`src/hdl/assert_macros.svh`:
```
// Assertion helpers for the message hasher RTL.
`ifndef ASSERT_MACROS_SVH
`define ASSERT_MACROS_SVH
`ifndef SYNTH
`define SHA_ASSERT_ALWAYS(lbl, clk, rst, expr) \
   lbl: assert property (@(posedge clk) disable iff (rst) (expr)) \
      else $error("sha256: invariant violated");
`define SHA_ASSERT_IMPLY(lbl, clk, rst, ante, cons) \
   lbl: assert property (@(posedge clk) disable iff (rst) (ante) |-> (cons)) \
      else $error("sha256: implication violated");
`else
`define SHA_ASSERT_ALWAYS(lbl, clk, rst, expr)
`define SHA_ASSERT_IMPLY(lbl, clk, rst, ante, cons)
`endif
`endif

```
`src/hdl/sha_pkg.sv`:
```
package sha_pkg;

   typedef logic [31:0]        word_type;
   typedef word_type [7:0]     hash_type;   // element 0 is a, element 7 is h
   typedef logic [5:0]         round_type;

   localparam logic [2:0] MAX_BYTES = 3'd4;

   localparam hash_type INIT_HASH = {
      32'h5be0cd19, 32'h1f83d9ab, 32'h9b05688c, 32'h510e527f,
      32'ha54ff53a, 32'h3c6ef372, 32'hbb67ae85, 32'h6a09e667
   };

   localparam logic [31:0] ROUND_K [64] = '{
      32'h428a2f98, 32'h71374491, 32'hb5c0fbcf, 32'he9b5dba5,
      32'h3956c25b, 32'h59f111f1, 32'h923f82a4, 32'hab1c5ed5,
      32'hd807aa98, 32'h12835b01, 32'h243185be, 32'h550c7dc3,
      32'h72be5d74, 32'h80deb1fe, 32'h9bdc06a7, 32'hc19bf174,
      32'he49b69c1, 32'hefbe4786, 32'h0fc19dc6, 32'h240ca1cc,
      32'h2de92c6f, 32'h4a7484aa, 32'h5cb0a9dc, 32'h76f988da,
      32'h983e5152, 32'ha831c66d, 32'hb00327c8, 32'hbf597fc7,
      32'hc6e00bf3, 32'hd5a79147, 32'h06ca6351, 32'h14292967,
      32'h27b70a85, 32'h2e1b2138, 32'h4d2c6dfc, 32'h53380d13,
      32'h650a7354, 32'h766a0abb, 32'h81c2c92e, 32'h92722c85,
      32'ha2bfe8a1, 32'ha81a664b, 32'hc24b8b70, 32'hc76c51a3,
      32'hd192e819, 32'hd6990624, 32'hf40e3585, 32'h106aa070,
      32'h19a4c116, 32'h1e376c08, 32'h2748774c, 32'h34b0bcb5,
      32'h391c0cb3, 32'h4ed8aa4a, 32'h5b9cca4f, 32'h682e6ff3,
      32'h748f82ee, 32'h78a5636f, 32'h84c87814, 32'h8cc70208,
      32'h90befffa, 32'ha4506ceb, 32'hbef9a3f7, 32'hc67178f2
   };

   function automatic word_type big_sigma0(word_type x);
      return {x[1:0], x[31:2]} ^ {x[12:0], x[31:13]} ^ {x[21:0], x[31:22]};
   endfunction

   function automatic word_type big_sigma1(word_type x);
      return {x[5:0], x[31:6]} ^ {x[10:0], x[31:11]} ^ {x[24:0], x[31:25]};
   endfunction

   function automatic word_type small_sigma0(word_type x);
      return {x[6:0], x[31:7]} ^ {x[17:0], x[31:18]} ^ {3'b000, x[31:3]};
   endfunction

   function automatic word_type small_sigma1(word_type x);
      return {x[16:0], x[31:17]} ^ {x[18:0], x[31:19]} ^ {10'b0, x[31:10]};
   endfunction

endpackage

```
`src/hdl/sha_if.sv`:
```
interface sha_req_if;
   logic       valid;
   logic       ready;
   logic [31:0] data_word;
   logic [2:0] byte_count;
   logic       last;

   modport source(output valid, data_word, byte_count, last, input ready);
   modport sink(input valid, data_word, byte_count, last, output ready);
endinterface

interface sha_rsp_if;
   logic       valid;
   logic       ready;
   logic [63:0] digest_high;
   logic [63:0] digest_upper_mid;
   logic [63:0] digest_lower_mid;
   logic [63:0] digest_low;

   modport source(output valid, digest_high, digest_upper_mid, digest_lower_mid,
                  digest_low, input ready);
   modport sink(input valid, digest_high, digest_upper_mid, digest_lower_mid,
                digest_low, output ready);
endinterface

```
`src/hdl/sha_round.sv`:
```
// One SHA-256 compression round on the working variables.
module sha_round (
   input  sha_pkg::hash_type work,
   input  sha_pkg::word_type sched_word,
   input  sha_pkg::word_type round_const,
   output sha_pkg::hash_type work_next
);

   sha_pkg::word_type t1;
   sha_pkg::word_type t2;
   sha_pkg::word_type choose;
   sha_pkg::word_type majority;

   assign choose   = (work[4] & work[5]) ^ (~work[4] & work[6]);
   assign majority = (work[0] & work[1]) ^ (work[0] & work[2]) ^ (work[1] & work[2]);
   assign t1 = work[7] + sha_pkg::big_sigma1(work[4]) + choose + round_const + sched_word;
   assign t2 = sha_pkg::big_sigma0(work[0]) + majority;

   always_comb begin
      work_next[7] = work[6];
      work_next[6] = work[5];
      work_next[5] = work[4];
      work_next[4] = work[3] + t1;
      work_next[3] = work[2];
      work_next[2] = work[1];
      work_next[1] = work[0];
      work_next[0] = t1 + t2;
   end

endmodule

```
`src/hdl/sha256_message_hasher.sv`:
```
// Channel   Dir  Handshake     Payload
// req_ch    in   valid/ready   data_word[31:0], byte_count[2:0], last
// rsp_ch    out  valid/ready   digest_high, digest_upper_mid, digest_lower_mid, digest_low
//
// Flow: ST_IDLE takes a word; ST_DATA passes an empty word on, pushes a word aligned with four
//   bytes whole, else walks it a byte at a time. Each full 64-byte block runs 64 rounds on the
//   shared unit, then one add. A last word adds the pad walk (0x80, zero bytes to a word edge,
//   zero words, a turn step, two length words), one or two compressions, and ST_OUTPUT to post the digest.
// Reset (synchronous) restores the initial hash and clears the byte count and the sequencer.
// A digest waits in its output register; only a second digest stalls, until it is taken.
`include "assert_macros.svh"

module sha256_message_hasher (
   input logic          clock,
   input logic          reset,
   sha_req_if.sink      req_ch,
   sha_rsp_if.source    rsp_ch
);

   typedef enum logic [7:0] {
      ST_IDLE     = 8'b0000_0001,
      ST_DATA     = 8'b0000_0010,
      ST_PAD_MARK = 8'b0000_0100,
      ST_PAD_ZERO = 8'b0000_1000,
      ST_PAD_LEN  = 8'b0001_0000,
      ST_ROUND    = 8'b0010_0000,
      ST_UPDATE   = 8'b0100_0000,
      ST_OUTPUT   = 8'b1000_0000
   } state_type;

   state_type          state_ff, state_in;
   state_type          ret_ff, ret_in;       // where to resume after a compression
   state_type          after_state;
   sha_pkg::round_type round_ff, round_in;
   logic [5:0]         pos_ff, pos_in;       // byte position in the current block
   logic [63:0]        count_ff, count_in;   // message length in bytes
   logic [23:0]        acc_ff, acc_in;       // partial word built from single bytes
   logic [31:0]        word_ff, word_in;     // held input word, next byte at the top
   logic [2:0]         rem_ff, rem_in;       // bytes still to take from word_ff
   logic               last_ff, last_in;
   sha_pkg::word_type  sched_ff [16];
   sha_pkg::word_type  sched_in [16];
   sha_pkg::word_type  sched_next;
   sha_pkg::hash_type  work_ff, work_in, work_next;
   sha_pkg::hash_type  chain_ff, chain_in;
   sha_pkg::hash_type  digest_ff, digest_in;
   logic               rsp_valid_ff, rsp_valid_in;

   logic               byte_en;
   logic [7:0]         byte_val;
   logic               word_en;
   sha_pkg::word_type  word_val;
   logic               push_en;
   sha_pkg::word_type  push_word;
   logic [63:0]        bit_length;

   assign bit_length = {count_ff[60:0], 3'b000};

   // Shared round unit: one round per cycle in ST_ROUND.
   sha_round u_round (
      .work        (work_ff),
      .sched_word  (sched_ff[0]),
      .round_const (sha_pkg::ROUND_K[round_ff]),
      .work_next   (work_next)
   );

   // Message expansion one word ahead: sched_ff[j] holds W[round + j].
   assign sched_next = sha_pkg::small_sigma1(sched_ff[14]) + sched_ff[9] +
                       sha_pkg::small_sigma0(sched_ff[1]) + sched_ff[0];

   always_comb begin
      state_in     = state_ff;
      ret_in       = ret_ff;
      after_state  = state_ff;
      round_in     = round_ff;
      pos_in       = pos_ff;
      count_in     = count_ff;
      acc_in       = acc_ff;
      word_in      = word_ff;
      rem_in       = rem_ff;
      last_in      = last_ff;
      work_in      = work_ff;
      chain_in     = chain_ff;
      digest_in    = digest_ff;
      rsp_valid_in = rsp_valid_ff && !rsp_ch.ready;
      byte_en      = 1'b0;
      byte_val     = 8'h00;
      word_en      = 1'b0;
      word_val     = '0;
      push_en      = 1'b0;
      push_word    = '0;

      unique case (state_ff)
         ST_IDLE: begin
            if (req_ch.valid) begin
               word_in  = req_ch.data_word;
               rem_in   = (req_ch.byte_count > sha_pkg::MAX_BYTES) ?
                          sha_pkg::MAX_BYTES : req_ch.byte_count;
               last_in  = req_ch.last;
               state_in = ST_DATA;
            end
         end
         ST_DATA: begin
            if (rem_ff == 3'd0) begin
               state_in = last_ff ? ST_PAD_MARK : ST_IDLE;
            end else begin
               // Whole word when aligned, else walk the bytes one a cycle, pausing while a full block compresses
               if (pos_ff[1:0] == 2'd0 && rem_ff == sha_pkg::MAX_BYTES) begin
                  word_en  = 1'b1;
                  word_val = word_ff;
                  rem_in   = 3'd0;
                  count_in = count_ff + 64'd4;
               end else begin
                  byte_en  = 1'b1;
                  byte_val = word_ff[31:24];
                  word_in  = {word_ff[23:0], 8'h00};
                  rem_in   = rem_ff - 3'd1;
                  count_in = count_ff + 64'd1;
               end
               if (rem_in == 3'd0) begin
                  after_state = last_ff ? ST_PAD_MARK : ST_IDLE;
               end else begin
                  after_state = ST_DATA;
               end
            end
         end
         ST_PAD_MARK: begin
            byte_en     = 1'b1;
            byte_val    = 8'h80;
            after_state = ST_PAD_ZERO;
         end
         ST_PAD_ZERO: begin
            // Past 56 the fill runs to the block end, wraps, and restarts at zero
            if (pos_ff == 6'd56) begin
               state_in = ST_PAD_LEN;
            end else if (pos_ff[1:0] == 2'd0) begin
               word_en     = 1'b1;
               after_state = ST_PAD_ZERO;
            end else begin
               byte_en     = 1'b1;
               after_state = ST_PAD_ZERO;
            end
         end
         ST_PAD_LEN: begin
            word_en     = 1'b1;
            word_val    = pos_ff[2] ? bit_length[31:0] : bit_length[63:32];
            after_state = pos_ff[2] ? ST_OUTPUT : ST_PAD_LEN;
         end
         ST_ROUND: begin
            work_in  = work_next;
            round_in = round_ff + 6'd1;
            if (round_ff == 6'd63) begin
               state_in = ST_UPDATE;
            end
         end
         ST_UPDATE: begin
            for (int i = 0; i < 8; i++) begin
               chain_in[i] = chain_ff[i] + work_ff[i];
            end
            state_in = ret_ff;
         end
         ST_OUTPUT: begin
            // Hold here while the previous digest is still waiting
            if (!rsp_valid_ff || rsp_ch.ready) begin
               digest_in    = chain_ff;
               rsp_valid_in = 1'b1;
               chain_in     = sha_pkg::INIT_HASH;
               count_in     = '0;
               state_in     = ST_IDLE;
            end
         end
         default: begin
            state_in = ST_IDLE;
         end
      endcase

      // Shared byte and word step into the block
      if (byte_en) begin
         pos_in = pos_ff + 6'd1;
         acc_in = {acc_ff[15:0], byte_val};
         if (pos_ff[1:0] == 2'd3) begin
            push_en   = 1'b1;
            push_word = {acc_ff, byte_val};
         end
      end
      if (word_en) begin
         pos_in    = pos_ff + 6'd4;
         push_en   = 1'b1;
         push_word = word_val;
      end
      if (byte_en || word_en) begin
         if (push_en && pos_in == 6'd0) begin
            // Block full: load the working variables and run the rounds
            state_in = ST_ROUND;
            ret_in   = after_state;
            round_in = '0;
            work_in  = chain_ff;
         end else begin
            state_in = after_state;
         end
      end
   end

   always_comb begin
      for (int j = 0; j < 16; j++) begin
         sched_in[j] = sched_ff[j];
      end
      if (push_en) begin
         for (int j = 0; j < 15; j++) begin
            sched_in[j] = sched_ff[j + 1];
         end
         sched_in[15] = push_word;
      end else if (state_ff == ST_ROUND) begin
         for (int j = 0; j < 15; j++) begin
            sched_in[j] = sched_ff[j + 1];
         end
         sched_in[15] = sched_next;
      end
   end

   always_ff @(posedge clock) begin
      if (reset) begin
         state_ff     <= ST_IDLE;
         ret_ff       <= ST_IDLE;
         round_ff     <= '0;
         pos_ff       <= '0;
         count_ff     <= '0;
         chain_ff     <= sha_pkg::INIT_HASH;
         rsp_valid_ff <= 1'b0;
      end else begin
         state_ff     <= state_in;
         ret_ff       <= ret_in;
         round_ff     <= round_in;
         pos_ff       <= pos_in;
         count_ff     <= count_in;
         chain_ff     <= chain_in;
         rsp_valid_ff <= rsp_valid_in;
      end
   end

   always_ff @(posedge clock) begin
      acc_ff    <= acc_in;
      word_ff   <= word_in;
      rem_ff    <= rem_in;
      last_ff   <= last_in;
      work_ff   <= work_in;
      digest_ff <= digest_in;
      for (int j = 0; j < 16; j++) begin
         sched_ff[j] <= sched_in[j];
      end
   end

   assign req_ch.ready            = (state_ff == ST_IDLE);
   assign rsp_ch.valid            = rsp_valid_ff;
   assign rsp_ch.digest_high      = {digest_ff[0], digest_ff[1]};
   assign rsp_ch.digest_upper_mid = {digest_ff[2], digest_ff[3]};
   assign rsp_ch.digest_lower_mid = {digest_ff[4], digest_ff[5]};
   assign rsp_ch.digest_low       = {digest_ff[6], digest_ff[7]};

   // Data bytes and the block position advance together
   `SHA_ASSERT_IMPLY(a_data_pos_sync, clock, reset, state_ff == ST_DATA, count_ff[5:0] == pos_ff)
   // Length words land only on the last two word slots of a block
   `SHA_ASSERT_IMPLY(a_len_aligned, clock, reset, state_ff == ST_PAD_LEN, (pos_ff | 6'd4) == 6'd60)
   // Compression only runs on a full block, starting at round zero
   `SHA_ASSERT_IMPLY(a_round_start, clock, reset, $rose(state_ff == ST_ROUND), ~|{round_ff, pos_ff})

endmodule

```
`src/flat_wrapper.sv`:
```
// flat-port wrapper written by rule: the top's interface ports become plain ports
module sha256_message_hasher_flat 
  (clock, reset, req_ch_valid, req_ch_data_word, req_ch_byte_count, req_ch_last, req_ch_ready, rsp_ch_valid, rsp_ch_digest_high, rsp_ch_digest_upper_mid, rsp_ch_digest_lower_mid, rsp_ch_digest_low, rsp_ch_ready);
  sha_req_if req_ch_i ();
  sha_rsp_if rsp_ch_i ();
  input logic clock;
  input logic reset;
  input wire logic [$bits(req_ch_i.valid)-1:0] req_ch_valid;
  input wire logic [$bits(req_ch_i.data_word)-1:0] req_ch_data_word;
  input wire logic [$bits(req_ch_i.byte_count)-1:0] req_ch_byte_count;
  input wire logic [$bits(req_ch_i.last)-1:0] req_ch_last;
  output wire logic [$bits(req_ch_i.ready)-1:0] req_ch_ready;
  output wire logic [$bits(rsp_ch_i.valid)-1:0] rsp_ch_valid;
  output wire logic [$bits(rsp_ch_i.digest_high)-1:0] rsp_ch_digest_high;
  output wire logic [$bits(rsp_ch_i.digest_upper_mid)-1:0] rsp_ch_digest_upper_mid;
  output wire logic [$bits(rsp_ch_i.digest_lower_mid)-1:0] rsp_ch_digest_lower_mid;
  output wire logic [$bits(rsp_ch_i.digest_low)-1:0] rsp_ch_digest_low;
  input wire logic [$bits(rsp_ch_i.ready)-1:0] rsp_ch_ready;
  assign req_ch_i.valid = req_ch_valid;
  assign req_ch_i.data_word = req_ch_data_word;
  assign req_ch_i.byte_count = req_ch_byte_count;
  assign req_ch_i.last = req_ch_last;
  assign req_ch_ready = req_ch_i.ready;
  assign rsp_ch_valid = rsp_ch_i.valid;
  assign rsp_ch_digest_high = rsp_ch_i.digest_high;
  assign rsp_ch_digest_upper_mid = rsp_ch_i.digest_upper_mid;
  assign rsp_ch_digest_lower_mid = rsp_ch_i.digest_lower_mid;
  assign rsp_ch_digest_low = rsp_ch_i.digest_low;
  assign rsp_ch_i.ready = rsp_ch_ready;
  sha256_message_hasher u_core (.clock(clock), .reset(reset), .req_ch(req_ch_i), .rsp_ch(rsp_ch_i));
endmodule
```
`config.mk`:
```
export PLATFORM = sky130hd
export DESIGN_NAME = sha256_message_hasher_flat
export DESIGN_NICKNAME = d
export VERILOG_FILES = /design/src/hdl/sha_pkg.sv /design/src/hdl/sha_if.sv /design/src/hdl/sha_round.sv /design/src/hdl/sha256_message_hasher.sv /design/src/flat_wrapper.sv
export VERILOG_INCLUDE_DIRS = /design/src /design/src/hdl
export SDC_FILE = /design/constraint.sdc
export NUM_CORES = 2
export LEC_CHECK = 0
export ABC_AREA = 1
export BUFFER_PORTS_ARGS = -buffer_cell sky130_fd_sc_hd__buf_4
export CORE_MARGIN = 2
export CORE_UTILIZATION = 34
export CTS_BUF_LIST = sky130_fd_sc_hd__clkbuf_16
export CTS_CLUSTER_SIZE = 28
export DETAILED_ROUTE_END_ITERATION = 16
export PLACE_DENSITY = 0.46
export SYNTH_ARGS = -nofsm -noshare
export SYNTH_HDL_FRONTEND = slang
export SYNTH_HIERARCHICAL = 1
export SYNTH_SLANG_ARGS = --single-unit
```
`constraint.sdc`:
```
create_clock -name clock -period 35.2 [get_ports clock]
set_clock_uncertainty 0.05 [all_clocks]
set_input_delay 5.28 -clock clock [delete_from_list [all_inputs] [get_ports clock]]
set_output_delay 5.28 -clock clock [all_outputs]
set_load 0.005 [all_outputs]
```
==> impl_metrics.env <==
export IMPL_hold_violations=0
export IMPL_cp_required_ns=35.84
export IMPL_grt_first_pass_wirelength_um=545000
export IMPL_post_synth_inst_count=11200
export IMPL_unrepaired_setup_endpoints_after_global_routing="no"
export IMPL_ant_nets=0
export IMPL_worst_hold_class="flop to flop"
export IMPL_worst_path_largest_cell_delay_ns=0.92
export IMPL_clockRootBuffer="sky130_fd_sc_hd__clkbuf_16"
export IMPL_count_of_cell_types_in_the_netlist=78
export IMPL_critical_path_endpoint_type="flop"
export IMPL_setup_worst_path_start="u_core/round_ff[3]"
export IMPL_gr_total_overflow=0
export IMPL_num_io_pins=298
export IMPL_dieArea_um2=263000
export IMPL_starting_density_of_the_core_pct=34.2
export IMPL_netlist_top_cells_area="sky130_fd_sc_hd__edfxtp_1 28%, sky130_fd_sc_hd__dfxtp_1 14%, sky130_fd_sc_hd__nand2_1 12%"
export IMPL_synth_edf_count=828
export IMPL_period_utilization_pct=26.3
export IMPL_route_detailed_drc=0
export IMPL_worst_endpoint_arrival_ns=9.92
export IMPL_cts_buffers_inserted=168
export IMPL_wl_met1_um=175000
export IMPL_postSynthAreaPerCell_um2=7.87
export IMPL_slew_headroom_pct=23.9
export IMPL_clock_sink_count=1430
export IMPL_cts_root_to_sink_buffers=3
export IMPL_synthDominantCellAreaShare_pct=28.2
export IMPL_h_tree_depth=4
export IMPL_detail_route_wirelength_um=383000
export IMPL_post_drt_via_cell_ratio=5.20
export IMPL_critical_path_fanout_max=39
export IMPL_fin_tns_setup_ns=0
export IMPL_gp_congestion=0.965
export IMPL_avgRoutedWirePerCell_um=25.9
export IMPL_run_status="complete, no violations"
export IMPL_core_um2=257000
export IMPL_dpl_hpwl_um=300000
export IMPL_global_route_usage_over_all_layers_pct=28.5
export IMPL_most_instantiated_flip_flop_cell_in_the_synthesis_netlist="sky130_fd_sc_hd__edfxtp_1"
export IMPL_syn_to_final_growth_pct=11.7
export IMPL_end_of_the_critical_path="u_core/work_ff[23]"
export IMPL_die_height_um=513
export IMPL_met3WireLength_um=18800
export IMPL_timing_max_cap_violations=0
export IMPL_cts_post_setup_buffers_inserted=0
export IMPL_slew_viol_final=0
export IMPL_met2_wirelength_um=177000
export IMPL_fmaxAchievable_mhz=108
export IMPL_cts_tree="built"
export IMPL_cts_clk_slew_worst_paths_ns=0.06
export IMPL_yosysSeqAreaShare_pct=41.9
export IMPL_initial_antenna_violation_count=15
export IMPL_finalCriticalPeriod_ns=9.27
export IMPL_synth_cell_area_um2=88100
export IMPL_drive_gt1_share_pct=6.73
export IMPL_first_global_vias=74900
export IMPL_numPortBuffers=297
export IMPL_grt_max_degree=176
export IMPL_flip_flop_and_latch_count_after_synthesis=1430
export IMPL_placementRows=186
export IMPL_worst_r2r_cell_count=36
export IMPL_crit_type="flop to flop"
export IMPL_cts_resized_gates=0
export IMPL_num_nets_final=11900
export IMPL_crit_reg2reg_launch="u_core/round_ff[3]"
export IMPL_via_count=76800
export IMPL_timing_final_setup_violations=0
export IMPL_ctsHoldBuffers=0
export IMPL_mappedNetlistNets=11800
export IMPL_worst_pin_slew_ns=1.14
export IMPL_highest_routing_layer_actually_used="met5"
export IMPL_synth_yosys_warnings=6
export IMPL_detail_route_first_pass_iterations=8
export IMPL_r2r_setup_slack_ns=25.93
export IMPL_worst_setup_path_start_kind="flop"
export IMPL_clk_latency_ns=0.89
export IMPL_die_x_um=513
export IMPL_synthArstFlopShare_pct=0
export IMPL_crit_reg2reg_capture="u_core/work_ff[23]"
export IMPL_timing_critical_path_slowest_stage_cell="sky130_fd_sc_hd__nor2_1"
export IMPL_synth_area_leader_cell="sky130_fd_sc_hd__edfxtp_1"
export IMPL_dr_first_iter_drc_count=6909
## placed cells by master (no fill, tap or decap), types with 19 or more instances in the layout
cell type / netlist / layout
sky130_fd_sc_hd__inv_1: 1291 / 1317
sky130_fd_sc_hd__o21ai_0: 501 / 500
sky130_fd_sc_hd__fa_1: 195 / 195
sky130_fd_sc_hd__o21a_1: 41 / 41
sky130_fd_sc_hd__a22oi_1: 19 / 19
sky130_fd_sc_hd__edfxtp_1: 828 / 828
sky130_fd_sc_hd__xnor2_1: 170 / 170
sky130_fd_sc_hd__nand2_1: 2791 / 2789
sky130_fd_sc_hd__xor2_1: 224 / 224
sky130_fd_sc_hd__nand4_1: 138 / 138
sky130_fd_sc_hd__nand3_1: 570 / 570
sky130_fd_sc_hd__dfxtp_1: 602 / 598
sky130_fd_sc_hd__a21boi_0: 26 / 26
sky130_fd_sc_hd__nor2_1: 1547 / 1544
sky130_fd_sc_hd__o21bai_1: 82 / 82
sky130_fd_sc_hd__a21oi_1: 716 / 716
sky130_fd_sc_hd__nor3_1: 103 / 103
sky130_fd_sc_hd__or2_2: 21 / 21
sky130_fd_sc_hd__nand3b_1: 33 / 33
sky130_fd_sc_hd__o22ai_1: 28 / 28
sky130_fd_sc_hd__mux2i_1: 23 / 23
sky130_fd_sc_hd__ha_1: 397 / 397
sky130_fd_sc_hd__clkinv_2: 0 / 25
sky130_fd_sc_hd__a31oi_1: 41 / 41
sky130_fd_sc_hd__nor4_1: 36 / 36
sky130_fd_sc_hd__clkinv_1: 4 / 33
sky130_fd_sc_hd__o211ai_1: 32 / 32
sky130_fd_sc_hd__clkbuf_16: 0 / 169
sky130_fd_sc_hd__a21o_1: 34 / 34
sky130_fd_sc_hd__buf_4: 222 / 396
## Yosys cell counts, types with 170 or more instances
master	n
sky130_fd_sc_hd__nand2_1	2791
sky130_fd_sc_hd__inv_1	1291
sky130_fd_sc_hd__xor2_1	224
sky130_fd_sc_hd__o21ai_0	501
sky130_fd_sc_hd__fa_1	195
sky130_fd_sc_hd__a21oi_1	716
sky130_fd_sc_hd__nor2_1	1547
sky130_fd_sc_hd__dfxtp_1	602
sky130_fd_sc_hd__ha_1	397
sky130_fd_sc_hd__clkbuf_1	219
sky130_fd_sc_hd__buf_4	222
sky130_fd_sc_hd__xnor2_1	170
sky130_fd_sc_hd__nand3_1	570
sky130_fd_sc_hd__edfxtp_1	828
## how the worst min path moves through the flow
stage	start	to	slack, ns	depth (start not counted)
2_1_floorplan	u_core/sched_ff[0][132]	u_core/sched_ff[0][100]	0.35	0
3_3_place_gp	u_core/sched_ff[1][145]	u_core/sched_ff[1][113]	0.35	0
3_5_place_dp	u_core/sched_ff[0][138]	u_core/sched_ff[0][106]	0.35	0
4_1_cts	u_core/sched_ff[1][131]	u_core/sched_ff[1][99]	0.32	0
5_1_grt	u_core/sched_ff[1][100]	u_core/sched_ff[1][68]	0.35	0
6_report	u_core/sched_ff[1][100]	u_core/sched_ff[1][68]	0.33	0
## through the flow
step	cells	instance area, um2	hold WS [ns]	worst slack [ns]	util (%)
global placement	14500	92700	0.350	25.87	36.0
detailed placement	14500	92700	0.355	26.13	36.0
CTS	14800	98400	0.325	26.05	38.2
global route	14800	98400	0.346	25.41	38.3
floorplan	11200	88100	0.350	21.35	-
finish	14800	98400	0.329	25.93	38.3
## worst max-delay path, delay by kind of cell, from the launching register on
family	cells	cell delay [ns]
adders and majority gates	5	2.08
and+or+nand+nor	15	2.40
DFF	1	0.51
buffers and inverters	8	2.06
AOI/OAI and AO/OA	7	1.72
xor gates and xnor gates	1	0.27
## logic make-up (layout without fill, tap and decap cells)
| family | Yosys count | in the layout | share of synthesized area, % |
|---|---|---|---|
| muxes | 31 | 31 | 0.364 |
| and+or+nand+nor | 5317 | 5317 | 24.7 |
| buffers and inverters | 1806 | 2016 | 8.72 |
| adders and majority gates | 594 | 594 | 10.1 |
| xor gates and xnor gates | 395 | 395 | 3.94 |
| other | 0 | 7 | 0 |
| AOI/OAI and AO/OA | 1612 | 1612 | 10.3 |
| DFF | 1430 | 1430 | 41.9 |
## layer usage
layer,GRT usage (%),vias up
li1,-,36600
met1,39.2,37400
met2,46.6,2335
met3,3.45,509
met4,9.06,2
met5,0,-
## flip-flops by register name, indices dropped and copies added, names as in the netlist, 8 cells and up
register	flops
u_core/rsp_ch.digest_upper_mid	64
u_core/work_ff	256
u_core/acc_ff	24
u_core/rsp_ch.digest_low	64
u_core/chain_ff	256
u_core/state_ff	8
u_core/rsp_ch.digest_high	64
u_core/sched_ff	512
u_core/ret_ff	8
u_core/count_ff	61
u_core/rsp_ch.digest_lower_mid	64
u_core/word_ff	32
## area by class of cell
cell class	instances	area (um2)
diodes	7	17.5
clock inverters	141	1440
multi-input cells	7949	43500
flip-flops and latches	1430	36900
fillers	26800	159000
well taps	3384	4230
inverters	1305	4930
clock buffers	169	4230
repair buffers	401	3060
Power is not shown: default switching activity piles up to over one toggle a cycle in this logic, so the estimate is an artifact.
